**config.mk**
```make
export PLATFORM = sky130hd
export DESIGN_NAME = dual_role_key_layer_engine
export DESIGN_NICKNAME = d
export VERILOG_FILES = /design/src/rtl/drkl_pkg.sv /design/src/rtl/drkl_front.sv /design/src/rtl/drkl_queue.sv /design/src/rtl/drkl_back.sv /design/src/rtl/dual_role_key_layer_engine.sv
export SDC_FILE = /design/constraint.sdc
export NUM_CORES = 1
export LEC_CHECK = 0
export BUFFER_PORTS_ARGS = -buffer_cell sky130_fd_sc_hd__buf_2
export CORE_MARGIN = 2
export CORE_UTILIZATION = 66
export DETAILED_ROUTE_END_ITERATION = 10
export GPL_TIMING_DRIVEN = 0
export MAX_ROUTING_LAYER = met4
export PLACE_DENSITY = 0.86
export SYNTH_ARGS = -nofsm -noshare
export SYNTH_HDL_FRONTEND = slang
export SYNTH_SLANG_ARGS = --single-unit
```
**constraint.sdc**
```tcl
create_clock -name clk -period 14.98 [get_ports clk]
set_input_delay 1.498 -clock clk [delete_from_list [all_inputs] [get_ports clk]]
set_output_delay 1.498 -clock clk [all_outputs]
set_load 0.02 [all_outputs]
```
**src/rtl/drkl_pkg.sv**
```systemverilog
// ============================================================================
// drkl_pkg
// Shared types, key codes and run tables for the dual-role key and layer engine.
// ============================================================================
`default_nettype none

package drkl_pkg;

  // Configuration register indexes.
  localparam int CFG_INDEX_W = 2;
  localparam logic [CFG_INDEX_W-1:0] CFG_TAP_WINDOW = 2'd0;
  localparam logic [CFG_INDEX_W-1:0] CFG_CODE_BASE  = 2'd1;

  localparam logic [14:0] TAP_WINDOW_RESET = 15'd200;
  localparam logic [15:0] CODE_BASE_RESET  = 16'd32320;

  // Offsets of the six dual-role keys from the custom code base.
  localparam logic [15:0] REL_LOWER  = 16'd1;
  localparam logic [15:0] REL_RAISE  = 16'd2;
  localparam logic [15:0] REL_ADJUST = 16'd3;
  localparam logic [15:0] REL_SPACE  = 16'd4;
  localparam logic [15:0] REL_ENTER  = 16'd5;
  localparam logic [15:0] REL_GUIALT = 16'd6;

  // HID usages.
  localparam logic [7:0] HID_INTL5 = 8'h8B;
  localparam logic [7:0] HID_LANG2 = 8'h91;
  localparam logic [7:0] HID_INTL4 = 8'h8A;
  localparam logic [7:0] HID_LANG1 = 8'h90;
  localparam logic [7:0] HID_RSFT  = 8'hE5;
  localparam logic [7:0] HID_RCTL  = 8'hE4;
  localparam logic [7:0] HID_SPC   = 8'h2C;
  localparam logic [7:0] HID_LSFT  = 8'hE1;
  localparam logic [7:0] HID_ENT   = 8'h28;
  localparam logic [7:0] HID_LGUI  = 8'hE3;
  localparam logic [7:0] HID_LALT  = 8'hE2;
  localparam logic [7:0] HID_NONE  = 8'h00;

  // Command queue geometry.
  localparam int QDEPTH  = 4;
  localparam int QPTR_W  = $clog2(QDEPTH);
  localparam int QCOUNT_W = $clog2(QDEPTH + 1);

  // Longest run of results for one event, and the step counter width.
  localparam int MAX_STEPS = 10;
  localparam int STEP_W    = $clog2(MAX_STEPS);

  // Result kinds.
  typedef enum logic [1:0] {
    KIND_LAYER = 2'd0,
    KIND_DOWN  = 2'd1,
    KIND_UP    = 2'd2,
    KIND_PASS  = 2'd3
  } kind_t;

  // Result runs that the front end can request.
  typedef enum logic [3:0] {
    SEQ_LAYER        = 4'd0,
    SEQ_LOWER_TAP    = 4'd1,
    SEQ_RAISE_TAP    = 4'd2,
    SEQ_SPACE_DOWN   = 4'd3,
    SEQ_SPACE_UP     = 4'd4,
    SEQ_SPACE_UP_TAP = 4'd5,
    SEQ_ENTER_DOWN   = 4'd6,
    SEQ_ENTER_UP     = 4'd7,
    SEQ_ENTER_UP_TAP = 4'd8,
    SEQ_GUI_DOWN     = 4'd9,
    SEQ_ALT_DOWN     = 4'd10,
    SEQ_GUIALT_UP    = 4'd11,
    SEQ_PASS         = 4'd12
  } seq_t;

  // One classified event as it travels from the front end to the back end.
  typedef struct packed {
    seq_t        seq;
    logic [15:0] code;    // original key code, used by pass-through runs
    logic [2:0]  layers;  // layer bits after the event
  } cmd_t;

  // One step of a run.
  typedef struct packed {
    kind_t      kind;
    logic [7:0] code;
    logic       last;
  } step_t;

  function automatic step_t mk_step(kind_t kind, logic [7:0] code, logic last);
    step_t s;
    s.kind = kind;
    s.code = code;
    s.last = last;
    return s;
  endfunction

  // Result item at position idx of a run.
  function automatic step_t run_step(seq_t seq, logic [STEP_W-1:0] idx);
    step_t s;
    s = mk_step(KIND_LAYER, HID_NONE, 1'b1);
    case (seq)
      SEQ_LAYER:      s = mk_step(KIND_LAYER, HID_NONE, 1'b1);
      SEQ_LOWER_TAP: begin
        case (idx)
          4'd0:    s = mk_step(KIND_DOWN, HID_INTL5, 1'b0);
          4'd1:    s = mk_step(KIND_UP,   HID_INTL5, 1'b0);
          4'd2:    s = mk_step(KIND_DOWN, HID_LANG2, 1'b0);
          default: s = mk_step(KIND_UP,   HID_LANG2, 1'b1);
        endcase
      end
      SEQ_RAISE_TAP: begin
        case (idx)
          4'd0:    s = mk_step(KIND_DOWN, HID_INTL4, 1'b0);
          4'd1:    s = mk_step(KIND_UP,   HID_INTL4, 1'b0);
          4'd2:    s = mk_step(KIND_DOWN, HID_LANG1, 1'b0);
          4'd3:    s = mk_step(KIND_UP,   HID_LANG1, 1'b0);
          4'd4:    s = mk_step(KIND_DOWN, HID_RSFT,  1'b0);
          4'd5:    s = mk_step(KIND_DOWN, HID_RCTL,  1'b0);
          4'd6:    s = mk_step(KIND_DOWN, HID_SPC,   1'b0);
          4'd7:    s = mk_step(KIND_UP,   HID_SPC,   1'b0);
          4'd8:    s = mk_step(KIND_UP,   HID_RCTL,  1'b0);
          default: s = mk_step(KIND_UP,   HID_RSFT,  1'b1);
        endcase
      end
      SEQ_SPACE_DOWN: s = mk_step(KIND_DOWN, HID_LSFT, 1'b1);
      SEQ_SPACE_UP:   s = mk_step(KIND_UP,   HID_LSFT, 1'b1);
      SEQ_SPACE_UP_TAP: begin
        case (idx)
          4'd0:    s = mk_step(KIND_UP,   HID_LSFT, 1'b0);
          4'd1:    s = mk_step(KIND_DOWN, HID_SPC,  1'b0);
          default: s = mk_step(KIND_UP,   HID_SPC,  1'b1);
        endcase
      end
      SEQ_ENTER_DOWN: s = mk_step(KIND_DOWN, HID_RSFT, 1'b1);
      SEQ_ENTER_UP:   s = mk_step(KIND_UP,   HID_RSFT, 1'b1);
      SEQ_ENTER_UP_TAP: begin
        case (idx)
          4'd0:    s = mk_step(KIND_UP,   HID_RSFT, 1'b0);
          4'd1:    s = mk_step(KIND_DOWN, HID_ENT,  1'b0);
          default: s = mk_step(KIND_UP,   HID_ENT,  1'b1);
        endcase
      end
      SEQ_GUI_DOWN:   s = mk_step(KIND_DOWN, HID_LGUI, 1'b1);
      SEQ_ALT_DOWN:   s = mk_step(KIND_DOWN, HID_LALT, 1'b1);
      SEQ_GUIALT_UP: begin
        case (idx)
          4'd0:    s = mk_step(KIND_UP, HID_LGUI, 1'b0);
          default: s = mk_step(KIND_UP, HID_LALT, 1'b1);
        endcase
      end
      SEQ_PASS:       s = mk_step(KIND_PASS, HID_NONE, 1'b1);
      default:        s = mk_step(KIND_LAYER, HID_NONE, 1'b1);
    endcase
    return s;
  endfunction

endpackage

`default_nettype wire

```
**src/rtl/drkl_front.sv**
```systemverilog
// ============================================================================
// drkl_front
// Accepts key events, updates tap and layer state, and queues one command
// per event that names the run of results to send.
// ============================================================================
`default_nettype none

module drkl_front (
  input  wire logic                             clk,
  input  wire logic                             rst,
  // Event input.
  input  wire logic                             s_tvalid,
  output logic                                  s_tready,
  input  wire logic [31:0]                      s_tdata,   // key_code, event_stamp
  input  wire logic                             s_tuser,   // is_press
  // Configuration writes.
  input  wire logic                             cfg_valid,
  output logic                                  cfg_ready,
  input  wire logic [drkl_pkg::CFG_INDEX_W-1:0] cfg_index,
  input  wire logic [15:0]                      cfg_data,
  // Command queue write side.
  input  wire logic                             q_full,
  output logic                                  q_push,
  output drkl_pkg::cmd_t                        q_cmd
);
  import drkl_pkg::*;

  // Configuration registers.
  logic [14:0] tap_window;
  logic [15:0] code_base;

  // Tap and layer state.
  logic        lower_armed, raise_armed, space_armed, enter_armed, first_tap_done;
  logic [15:0] lower_stamp, raise_stamp, space_stamp, enter_stamp, guialt_stamp;
  logic [2:0]  layers;

  logic        lower_armed_next, raise_armed_next, space_armed_next;
  logic        enter_armed_next, first_tap_done_next;
  logic [2:0]  layers_next;
  seq_t        seq;

  logic [15:0] key_code, now, rel, stamp_sel, elapsed;
  logic        press, accept, in_term, in_double_term;
  logic [1:0]  lr_bits;

  assign key_code = s_tdata[15:0];
  assign now      = s_tdata[31:16];
  assign press    = s_tuser;
  assign rel      = key_code - code_base;

  assign s_tready  = !q_full;
  assign accept    = s_tvalid && s_tready;
  assign cfg_ready = 1'b1;

  // Configuration writes; unknown indexes are ignored.
  always_ff @(posedge clk) begin
    if (rst) begin
      tap_window <= TAP_WINDOW_RESET;
      code_base  <= CODE_BASE_RESET;
    end else if (cfg_valid) begin
      if (cfg_index == CFG_TAP_WINDOW) begin
        tap_window <= cfg_data[14:0];
      end else if (cfg_index == CFG_CODE_BASE) begin
        code_base <= cfg_data;
      end
    end
  end

  // Time since the stored press of the key this event refers to.
  always_comb begin
    case (rel)
      REL_LOWER:  stamp_sel = lower_stamp;
      REL_RAISE:  stamp_sel = raise_stamp;
      REL_SPACE:  stamp_sel = space_stamp;
      REL_ENTER:  stamp_sel = enter_stamp;
      default:    stamp_sel = guialt_stamp;
    endcase
  end

  assign elapsed        = now - stamp_sel;
  assign in_term        = elapsed < {1'b0, tap_window};
  assign in_double_term = {1'b0, elapsed} < {1'b0, tap_window, 1'b0};

  // Classification and next state.
  always_comb begin
    lower_armed_next    = lower_armed;
    raise_armed_next    = raise_armed;
    space_armed_next    = space_armed;
    enter_armed_next    = enter_armed;
    first_tap_done_next = first_tap_done;
    layers_next         = layers;
    lr_bits             = layers[1:0];
    seq                 = SEQ_PASS;
    case (rel)
      REL_LOWER, REL_RAISE: begin
        // Lower and raise also recompute the adjust bit as lower AND raise.
        if (press) begin
          lr_bits = layers[1:0] | rel[1:0];
          seq     = SEQ_LAYER;
          if (rel == REL_LOWER) begin
            lower_armed_next = 1'b1;
          end else begin
            raise_armed_next = 1'b1;
          end
        end else begin
          lr_bits = layers[1:0] & ~rel[1:0];
          if (rel == REL_LOWER) begin
            seq              = (lower_armed && in_term) ? SEQ_LOWER_TAP : SEQ_LAYER;
            lower_armed_next = 1'b0;
          end else begin
            seq              = (raise_armed && in_term) ? SEQ_RAISE_TAP : SEQ_LAYER;
            raise_armed_next = 1'b0;
          end
        end
        layers_next = {&lr_bits, lr_bits};
      end
      REL_ADJUST: begin
        layers_next = {press, layers[1:0]};
        seq         = SEQ_LAYER;
      end
      REL_SPACE: begin
        space_armed_next = press;
        if (press) begin
          seq = SEQ_SPACE_DOWN;
        end else begin
          seq = (space_armed && in_term) ? SEQ_SPACE_UP_TAP : SEQ_SPACE_UP;
        end
      end
      REL_ENTER: begin
        enter_armed_next = press;
        if (press) begin
          seq = SEQ_ENTER_DOWN;
        end else begin
          seq = (enter_armed && in_term) ? SEQ_ENTER_UP_TAP : SEQ_ENTER_UP;
        end
      end
      REL_GUIALT: begin
        // A press soon after a quick tap sends GUI, otherwise ALT.
        if (press) begin
          seq = (first_tap_done && in_double_term) ? SEQ_GUI_DOWN : SEQ_ALT_DOWN;
          first_tap_done_next = 1'b0;
        end else begin
          seq = SEQ_GUIALT_UP;
          if (!first_tap_done && in_term) begin
            first_tap_done_next = 1'b1;
          end
        end
      end
      default: begin
        // Ordinary keys pass through; a press cancels pending taps.
        seq = SEQ_PASS;
        if (press) begin
          lower_armed_next = 1'b0;
          raise_armed_next = 1'b0;
          space_armed_next = 1'b0;
          enter_armed_next = 1'b0;
        end
      end
    endcase
  end

  // State update on every accepted beat.
  always_ff @(posedge clk) begin
    if (rst) begin
      lower_armed    <= 1'b0;
      raise_armed    <= 1'b0;
      space_armed    <= 1'b0;
      enter_armed    <= 1'b0;
      first_tap_done <= 1'b0;
      layers         <= 3'd0;
      lower_stamp    <= 16'd0;
      raise_stamp    <= 16'd0;
      space_stamp    <= 16'd0;
      enter_stamp    <= 16'd0;
      guialt_stamp   <= 16'd0;
    end else if (accept) begin
      lower_armed    <= lower_armed_next;
      raise_armed    <= raise_armed_next;
      space_armed    <= space_armed_next;
      enter_armed    <= enter_armed_next;
      first_tap_done <= first_tap_done_next;
      layers         <= layers_next;
      if (press && rel == REL_LOWER) begin
        lower_stamp <= now;
      end
      if (press && rel == REL_RAISE) begin
        raise_stamp <= now;
      end
      if (press && rel == REL_SPACE) begin
        space_stamp <= now;
      end
      if (press && rel == REL_ENTER) begin
        enter_stamp <= now;
      end
      if (press && rel == REL_GUIALT) begin
        guialt_stamp <= now;
      end
    end
  end

  // Command toward the back end.
  assign q_push       = accept;
  assign q_cmd.seq    = seq;
  assign q_cmd.code   = key_code;
  assign q_cmd.layers = layers_next;

endmodule

`default_nettype wire

```
**src/rtl/drkl_queue.sv**
```systemverilog
// ============================================================================
// drkl_queue
// Short command queue that decouples event intake from result output.
// ============================================================================
`default_nettype none

module drkl_queue (
  input  wire logic            clk,
  input  wire logic            rst,
  input  wire logic            push,
  input  wire drkl_pkg::cmd_t  push_cmd,
  output logic                 full,
  input  wire logic            pop,
  output logic                 head_valid,
  output drkl_pkg::cmd_t       head_cmd
);
  import drkl_pkg::*;

  cmd_t                entries [QDEPTH];
  logic [QPTR_W-1:0]   wr_ptr, rd_ptr;
  logic [QCOUNT_W-1:0] count;

  assign full       = count == QCOUNT_W'(QDEPTH);
  assign head_valid = count != '0;
  assign head_cmd   = entries[rd_ptr];

  // Entry storage.
  always_ff @(posedge clk) begin
    if (push) begin
      entries[wr_ptr] <= push_cmd;
    end
  end

  // Pointers and fill count.
  always_ff @(posedge clk) begin
    if (rst) begin
      wr_ptr <= '0;
      rd_ptr <= '0;
      count  <= '0;
    end else begin
      if (push) begin
        wr_ptr <= wr_ptr + 1'b1;
      end
      if (pop) begin
        rd_ptr <= rd_ptr + 1'b1;
      end
      if (push && !pop) begin
        count <= count + 1'b1;
      end else if (pop && !push) begin
        count <= count - 1'b1;
      end
    end
  end

  // The fill count never passes the depth.
  a_count_bound: assert property (@(posedge clk) disable iff (rst)
    count <= QCOUNT_W'(QDEPTH))
    else $error("queue count above depth");

  // Nothing is taken from an empty queue.
  a_no_underflow: assert property (@(posedge clk) disable iff (rst)
    pop |-> head_valid)
    else $error("pop from empty queue");

  // Nothing is written into a full queue.
  a_no_overflow: assert property (@(posedge clk) disable iff (rst)
    push |-> !full)
    else $error("push into full queue");

endmodule

`default_nettype wire

```
**src/rtl/drkl_back.sv**
```systemverilog
// ============================================================================
// drkl_back
// Expands each queued command into its run of result beats, one per cycle
// while m_tready does not stall it, through a registered output stage.
// ============================================================================
`default_nettype none

module drkl_back (
  input  wire logic           clk,
  input  wire logic           rst,
  // Command queue read side.
  input  wire logic           q_valid,
  input  wire drkl_pkg::cmd_t q_cmd,
  output logic                q_pop,
  // Result output.
  output logic                m_tvalid,
  input  wire logic           m_tready,
  output logic [23:0]         m_tdata,   // out_code, layer_bits, zero pad
  output logic [1:0]          m_tuser,   // action_kind
  output logic                m_tlast    // last_of_run
);
  import drkl_pkg::*;

  logic [STEP_W-1:0] idx;
  step_t             step;
  logic              advance;
  logic [15:0]       code_now;

  kind_t             out_kind;
  logic [15:0]       out_code;
  logic [2:0]        out_layers;

  assign step     = run_step(q_cmd.seq, idx);
  assign advance  = !m_tvalid || m_tready;
  assign q_pop    = advance && q_valid && step.last;
  assign code_now = (q_cmd.seq == SEQ_PASS) ? q_cmd.code : {8'h00, step.code};

  // Step counter within the current run.
  always_ff @(posedge clk) begin
    if (rst) begin
      idx <= '0;
    end else if (advance && q_valid) begin
      idx <= step.last ? '0 : idx + 1'b1;
    end
  end

  // Output register.
  always_ff @(posedge clk) begin
    if (rst) begin
      m_tvalid <= 1'b0;
    end else if (advance) begin
      m_tvalid <= q_valid;
    end
  end

  always_ff @(posedge clk) begin
    if (advance && q_valid) begin
      out_kind   <= step.kind;
      out_code   <= code_now;
      out_layers <= q_cmd.layers;
      m_tlast    <= step.last;
    end
  end

  assign m_tdata = {5'd0, out_layers, out_code};
  assign m_tuser = out_kind;

  // The step counter stays inside the longest run.
  a_idx_bound: assert property (@(posedge clk) disable iff (rst)
    idx < STEP_W'(MAX_STEPS))
    else $error("run step counter out of range");

  // A run in progress keeps its command at the queue head.
  a_run_holds_head: assert property (@(posedge clk) disable iff (rst)
    idx != '0 |-> q_valid)
    else $error("queue head lost in the middle of a run");

  // Retiring a command always presents the final beat of its run.
  a_pop_marks_last: assert property (@(posedge clk) disable iff (rst)
    q_pop |=> m_tvalid && m_tlast)
    else $error("command retired without a final beat");

endmodule

`default_nettype wire

```
**src/rtl/dual_role_key_layer_engine.sv**
```systemverilog
// ============================================================================
// dual_role_key_layer_engine
// Dual-role key and layer engine: key events in, runs of key and layer
// result beats out.
// ============================================================================
//
// Channel   Dir  Handshake            Payload
// s_*       in   s_tvalid/s_tready    tdata: key_code[15:0], event_stamp[31:16];
//                                     tuser: is_press
// m_*       out  m_tvalid/m_tready    tdata: out_code[15:0], layer_bits[18:16];
//                                     tuser: action_kind; tlast: last_of_run
// cfg_*     in   cfg_valid/cfg_ready  cfg_index: 0 tap_window, 1 custom_code_base;
//                                     cfg_data
//
// An event is classified and its state updated in the cycle it is accepted.
// Each event yields one to ten result beats, sent one per cycle while m_tready
// does not stall the output; the output beat rate sets the sustained rate.
// A four-entry command queue lets intake run ahead of output until it fills.
// Reset is synchronous; no clearing pass follows. cfg_ready is always high.
// ============================================================================
`default_nettype none

module dual_role_key_layer_engine (
  input  wire logic                             clk,
  input  wire logic                             rst,
  input  wire logic                             s_tvalid,
  output logic                                  s_tready,
  input  wire logic [31:0]                      s_tdata,   // key_code, event_stamp
  input  wire logic                             s_tuser,   // is_press
  output logic                                  m_tvalid,
  input  wire logic                             m_tready,
  output logic [23:0]                           m_tdata,   // out_code, layer_bits
  output logic [1:0]                            m_tuser,   // action_kind
  output logic                                  m_tlast,   // last_of_run
  input  wire logic                             cfg_valid,
  output logic                                  cfg_ready,
  input  wire logic [drkl_pkg::CFG_INDEX_W-1:0] cfg_index,
  input  wire logic [15:0]                      cfg_data
);
  import drkl_pkg::*;

  cmd_t push_cmd, head_cmd;
  logic q_full, q_push, q_pop, head_valid;

  // Intake and classification.
  drkl_front u_front (
    .clk       (clk),
    .rst       (rst),
    .s_tvalid  (s_tvalid),
    .s_tready  (s_tready),
    .s_tdata   (s_tdata),
    .s_tuser   (s_tuser),
    .cfg_valid (cfg_valid),
    .cfg_ready (cfg_ready),
    .cfg_index (cfg_index),
    .cfg_data  (cfg_data),
    .q_full    (q_full),
    .q_push    (q_push),
    .q_cmd     (push_cmd)
  );

  // Command queue.
  drkl_queue u_queue (
    .clk        (clk),
    .rst        (rst),
    .push       (q_push),
    .push_cmd   (push_cmd),
    .full       (q_full),
    .pop        (q_pop),
    .head_valid (head_valid),
    .head_cmd   (head_cmd)
  );

  // Result sequencing and output stage.
  drkl_back u_back (
    .clk      (clk),
    .rst      (rst),
    .q_valid  (head_valid),
    .q_cmd    (head_cmd),
    .q_pop    (q_pop),
    .m_tvalid (m_tvalid),
    .m_tready (m_tready),
    .m_tdata  (m_tdata),
    .m_tuser  (m_tuser),
    .m_tlast  (m_tlast)
  );

endmodule

`default_nettype wire

```
# == After elaboration in Yosys (flattened, before gate mapping) ==
# Memories as Yosys holds them, arrays and structs flattened. A register that Yosys moved wholly into a read port is not among the register bits.
# Index checks and enable logic that the tools add are counted.
# word_totals
in_bits,56
mem_bits_rw,92
memories,2
register_bits,153
rom_bits,176
# memory_table
name,words,width,rd,rd_ports_with_merged_regs,write_ports,line,rtl
(name not given),16,11,1,1,0,drkl_pkg.sv:110,case (idx)
u_queue.entries,4,23,1,1,1,drkl_queue.sv:19,cmd_t entries [QDEPTH];
# classes
bitwise_logic,7
n_reduce_logical,47
n_eq_ne,24
n_lt_le_gt_ge,2
add_sub_neg,7
mux,43
# ops
op,count
case mux 11 bit (12 select lines),1
case mux 16 bit (4 select lines),1
"== test 16 x 3 -> 1 bit, second input constant",3
case mux 11 bit (2 select lines),2
two-way mux 4 bit,9
case mux 11 bit (3 select lines),1
"== test 16 x 2 -> 1 bit, second input constant",2
subtractor 16 bit,2
"== test 4 bit, second input constant",5
case mux 4 bit (5 select lines),1
"== test 16 x 1 -> 1 bit, second input constant",1
"== test 4 x 3 -> 1 bit, second input constant",4
logical AND 1 bit,16
less-than comparator 16 x 15 -> 1 bit,1
less-than comparator 16 bit,1
two-way mux 2 bit,7
AND reduction 2 bit,7
two-way mux 1 bit,13
"== test 4 x 2 -> 1 bit, second input constant",3
AND reduction 3 bit,4
nonzero test 2 bit,5
OR reduction 5 bit,2
"== test 4 x 1 -> 1 bit, second input constant",2
two-way mux 8 bit,1
23 further kinds,36

# == Depth between registers and ports, before layout ==
# depth
depth_word,10
ltp_mapped,39
mapped_depth_nobuf,37

# == Hierarchy ==
# A second synthesis with hierarchy kept.
# unflattened
hier_cells,1352
area_unflattened_um2,13515.5
# by_module_without_submodules
module,seq_area_each_um2,cells_per_inst,area_each_um2,n_inst
drkl_front,2382.3,981,7648.6,1
drkl_queue,2942.8,164,3783.6,1
drkl_back,960.9,207,2083.2,1

# == Worst setup path before layout ==
# No wires, ideal clock.
# synth_timing
path_type,input port to flip-flop
start,input s_tdata[0]
end,"memory u_queue.entries[0][21] in the netlist's numbering, data pin"
required_ns,14.711
path_buffers,2
setup_slack_ns,5.730
cell_stages,38
setup_ns,0.269
arrival_ns,8.980
path_cell_list,inv_1 > ha_1 > fa_1 > nor2b_4 > o2111a_1 > nor3_1 > a21oi_1 > mux2_2 > nor4b_4 > nand3_2 > buf_2 > nor4_4 > buf_2 > a222oi_1 > nand2_1 > ha_1 > fa_1 > nor2b_1 > [2 not listed] > o21ai_0 > nand2_1 > a21o_1 > a21o_1 > a311oi_1 > nor3_1 > xnor2_1 > ha_1 > o21a_1 > o21ai_0 > a21oi_1 > nor2_1 > o31ai_1 > or4_1 > a41oi_2 > nor2_2 > or4b_1 > a211o_1
# synth_lines
element,line,rtl
start: declaration,dual_role_key_layer_engine.sv:28,"input wire logic [31:0] s_tdata,"
end: declaration,drkl_queue.sv:19,

==> run summary <==
worst min path class: reg2reg
met2 usage: 53.29%
die height: 144.9 um
Yosys reg bits: 257
cts hold-fix bufs: 0
Filler Cell Count: 1,327
area share of the largest cell type after synthesis: 26.12%
switching pwr: 616.5 uW
Detail Route Antenna Nets: 0
die area: 21,000 um2
dominant synthesized flop cell: dfxtp_1
Period minus WS final: 10,500 ps
total track usage: 31.05%
DR iter-0 viols: 885
Synth Cell Area: 13,110 um2
maximum clock path buffer count: 3
Slew Viols, Final: 0
initial core utilization: 67.34%
Post-CTS Resized: 0
GR Overflow Total: 0
worst hold start: u_front.guialt_stamp[10]$_SDFFE_PP0P_
Worst VDD drop: 0.0001340 V
# rows: 51
Post-DP Area: 13,850 um2
Arr. time, crit path: 10,770 ps
Synth area leader: edfxtp_1
slowest stage delay, CP: 610 ps
DP Wirelength: 22.63 mm
CP startpoint kind: input port
top cells by area, synth: edfxtp_1 26%, dfxtp_1 22%, ha_1 6.6%
Seq pwr share: 42.2%
layout cells sized above 1: 12.99%
Seq. cell area: 6286 um2
sequential area share after synthesis: 47.97%
mean area per synthesized cell: 10.12 um2
CP endpoint kind: flop
Worst Path Max Fanout: 10
WS Path Type: in2reg
Cell variety after synth: 82
internal power: 1384 uW
input/output buffers: 79
run status: finished, final reports clean
FMAX: 95.20 MHz
H-tree Lvls: 1
final WL: 32.13 mm
Layout Nets: 1,533
final setup vio count: 0
met1 GRT Util: 38.26%
hold path endpoint: u_front.guialt_stamp[10]$_SDFFE_PP0P_
pre-CTS setup slack: 4123 ps
setup bufs post-CTS: 0
largest net degree at the start of global routing: 28
final setup skew: 21.45 ps
vias in the first global route: 9,965
PD cells: 136.2 nW/um2
top-level I/O count: 86
logic gate share of total power: 25.6%
die width: 144.9 um
multi-input gate area in the final layout: 6238 um2
unrepaired setup endpoints after global routing: false
synth-to-layout area growth: 12.06%
Slowest cell on crit path: nor4_4
Core Footprint: 19,460 um2
DR vias: 10,420
DRC: 0
Clk pwr share: 32.1%
final hold violation count: 0
Critical R2R Capture: u_queue.entries[0][21]$_DFFE_PP_
CTS tree: done
Clock Tree Root: clkbuf_16
initial antenna violation count: 1
Post-synth EDFFs: 114
max_cap viols: 0
sw frac: 30.82%
Worst-Skew Late Latency: 530 ps
final instance area: 14,690 um2
Leak: 0.005522 uW
Num Clock Sinks: 257
GP Congestion: 0.8980
setup ws final: 4476 ps
Post-synth ARST share: 0%
met3 track demand over resource: 3.396%
Vias/cell: 6.163
Worst Reg2Reg Path Length in Cells: 37
Synth Warn #: 0
r2r startpoint: u_front.code_base[0]$_SDFFE_PP0P_
Final period util: 70.12%
slew margin rel.: 17.78%
cts bufs inserted: 25
post-DR wirelength/cell: 19.01 um
first-pass GRT wire length: 51.38 mm
Mapped Cells: 1,295
DRT Pass-1 Iters: 5
worst path required time: 15,250 ps
Hold Crit Depth: 2
clk slew on worst S/H paths: 60 ps
Fin Setup TNS: 0 ps
pin slew with the least headroom to its limit: 1233 ps
reg2reg setup slack: 5350 ps
Most Crowded Layer GR: met2
[worst max-delay path by stage]
stage | start | endpoint | depth (start not counted)
after global placement | s_tdata[0] | u_queue.entries[2][21]$_DFFE_PP_ | 39
after detailed placement | s_tdata[0] | u_queue.entries[0][21]$_DFFE_PP_ | 39
after global routing | s_tdata[0] | u_queue.entries[0][21]$_DFFE_PP_ | 39
after CTS | s_tdata[0] | u_queue.entries[0][21]$_DFFE_PP_ | 39
after floorplan | s_tdata[0] | u_queue.entries[0][21]$_DFFE_PP_ | 38
final | s_tdata[0] | u_queue.entries[0][21]$_DFFE_PP_ | 39
[registers in the layout (all words and copies together), names as in the netlist, named ones only]
register / flops
u_front.code_base: 16
u_queue.count: 3
u_front.space_stamp: 16
u_front.raise_stamp: 16
u_front.tap_window: 15
u_front.lower_armed: 1
u_back.m_tvalid: 1
u_front.raise_armed: 1
u_queue.rd_ptr: 2
u_front.enter_armed: 1
u_back.idx: 4
u_front.layers: 3
u_front.guialt_stamp: 16
u_queue.entries: 92
u_back.out_code: 16
u_back.m_tlast: 1
u_back.m_tuser: 2
u_front.space_armed: 1
u_queue.wr_ptr: 2
u_front.lower_stamp: 16
u_back.out_layers: 3
u_front.enter_stamp: 16
u_front.first_tap_done: 1
[per-stage QoR]
stage,total power (uW),std cells,hold slack (ps),util (%)
after floorplan,1221,1299,431.5,-
after detailed placement,1359,1643,444.4,71.15
after global routing,2082,1690,465.5,75.45
after global placement,1345,1643,437.4,71.15
after CTS,2000,1689,453.2,75.44
final,2000,1690,455.4,75.45
[metal layers]
metal  routed length (um)  vias up
met4                 1207        0
met3                 2017       92
met2                16180      453
li1                     -     4908
met5                    0        -
met1                12720     4962
[power groups by stage]
| stage | Clock [uW] | Sequential, uW | Combinational (uW) |
|---|---|---|---|
| 2_1_floorplan | 0 | 896 | 325 |
| 3_3_place_gp | 0 | 854 | 491 |
| 3_5_place_dp | 0 | 859 | 500 |
| 4_1_cts | 644 | 846 | 510 |
| 5_1_grt | 671 | 850 | 561 |
| 6_report | 642 | 845 | 513 |
[placed cells by master (no fill, tap or decap), drive strengths merged, types with 44 or more instances in the layout]
master / count
nor2: 116
ha: 69
nand2: 169
clkbuf: 73
a21oi: 100
mux2i: 57
buf: 105
dfxtp: 143
o21ai: 44
inv: 67
edfxtp: 114
[cells in the mapped netlist, types with 4 or more instances]
library cell,count
edfxtp_1,114
nand3_1,18
xnor2_1,18
buf_1,6
mux4_2,22
nand4_1,6
a21o_1,10
a21oi_1,99
o21ai_0,44
mux2_2,5
nor2b_1,8
nand2b_1,9
and2_1,26
mux2i_1,57
o21a_1,15
a311oi_1,4
inv_1,66
clkbuf_1,45
buf_2,7
xor2_1,10
buf_4,9
ha_1,69
or3_1,6
buf_6,4
a222oi_1,16
dfxtp_1,143
a31oi_1,8
a22oi_1,19
o31ai_1,4
o211ai_1,7
a211o_1,12
nand2_1,169
nor3_1,26
nor2_1,115
a2111oi_0,4
o22ai_1,7
a211oi_1,9
and3_1,11
[critical path: cells and delay by family]
kind / cells / cell delay, ps
and+or+nand+nor: 13 / 3190
AOI/OAI and AO/OA: 15 / 3190
adders and majority gates: 5 / 1390
buffers and inverters: 4 / 890
muxes: 1 / 390
xor gates and xnor gates: 1 / 220
[area by class of cell]
type	count	area share (%)
flip-flops and latches	257	42.80
multi-input cells	903	42.48
clock buffers	27	4.311
repair buffers	79	2.692
plain buffers	72	2.343
well taps	265	2.258
inverters	67	1.713
clock inverters	19	1.380
diodes	1	0.01704
[cells by family after synthesis]
group | after synthesis | synth area share [%]
AOI/OAI and AO/OA | 290 | 14.76
xor gates and xnor gates | 28 | 1.871
adders and majority gates | 72 | 7.046
buffers and inverters | 139 | 4.544
DFF | 257 | 47.97
muxes | 84 | 8.564
other | 2 | 0.05731
and+or+nand+nor | 423 | 15.19
No activity file was read; power rests on OpenSTA's default activity.
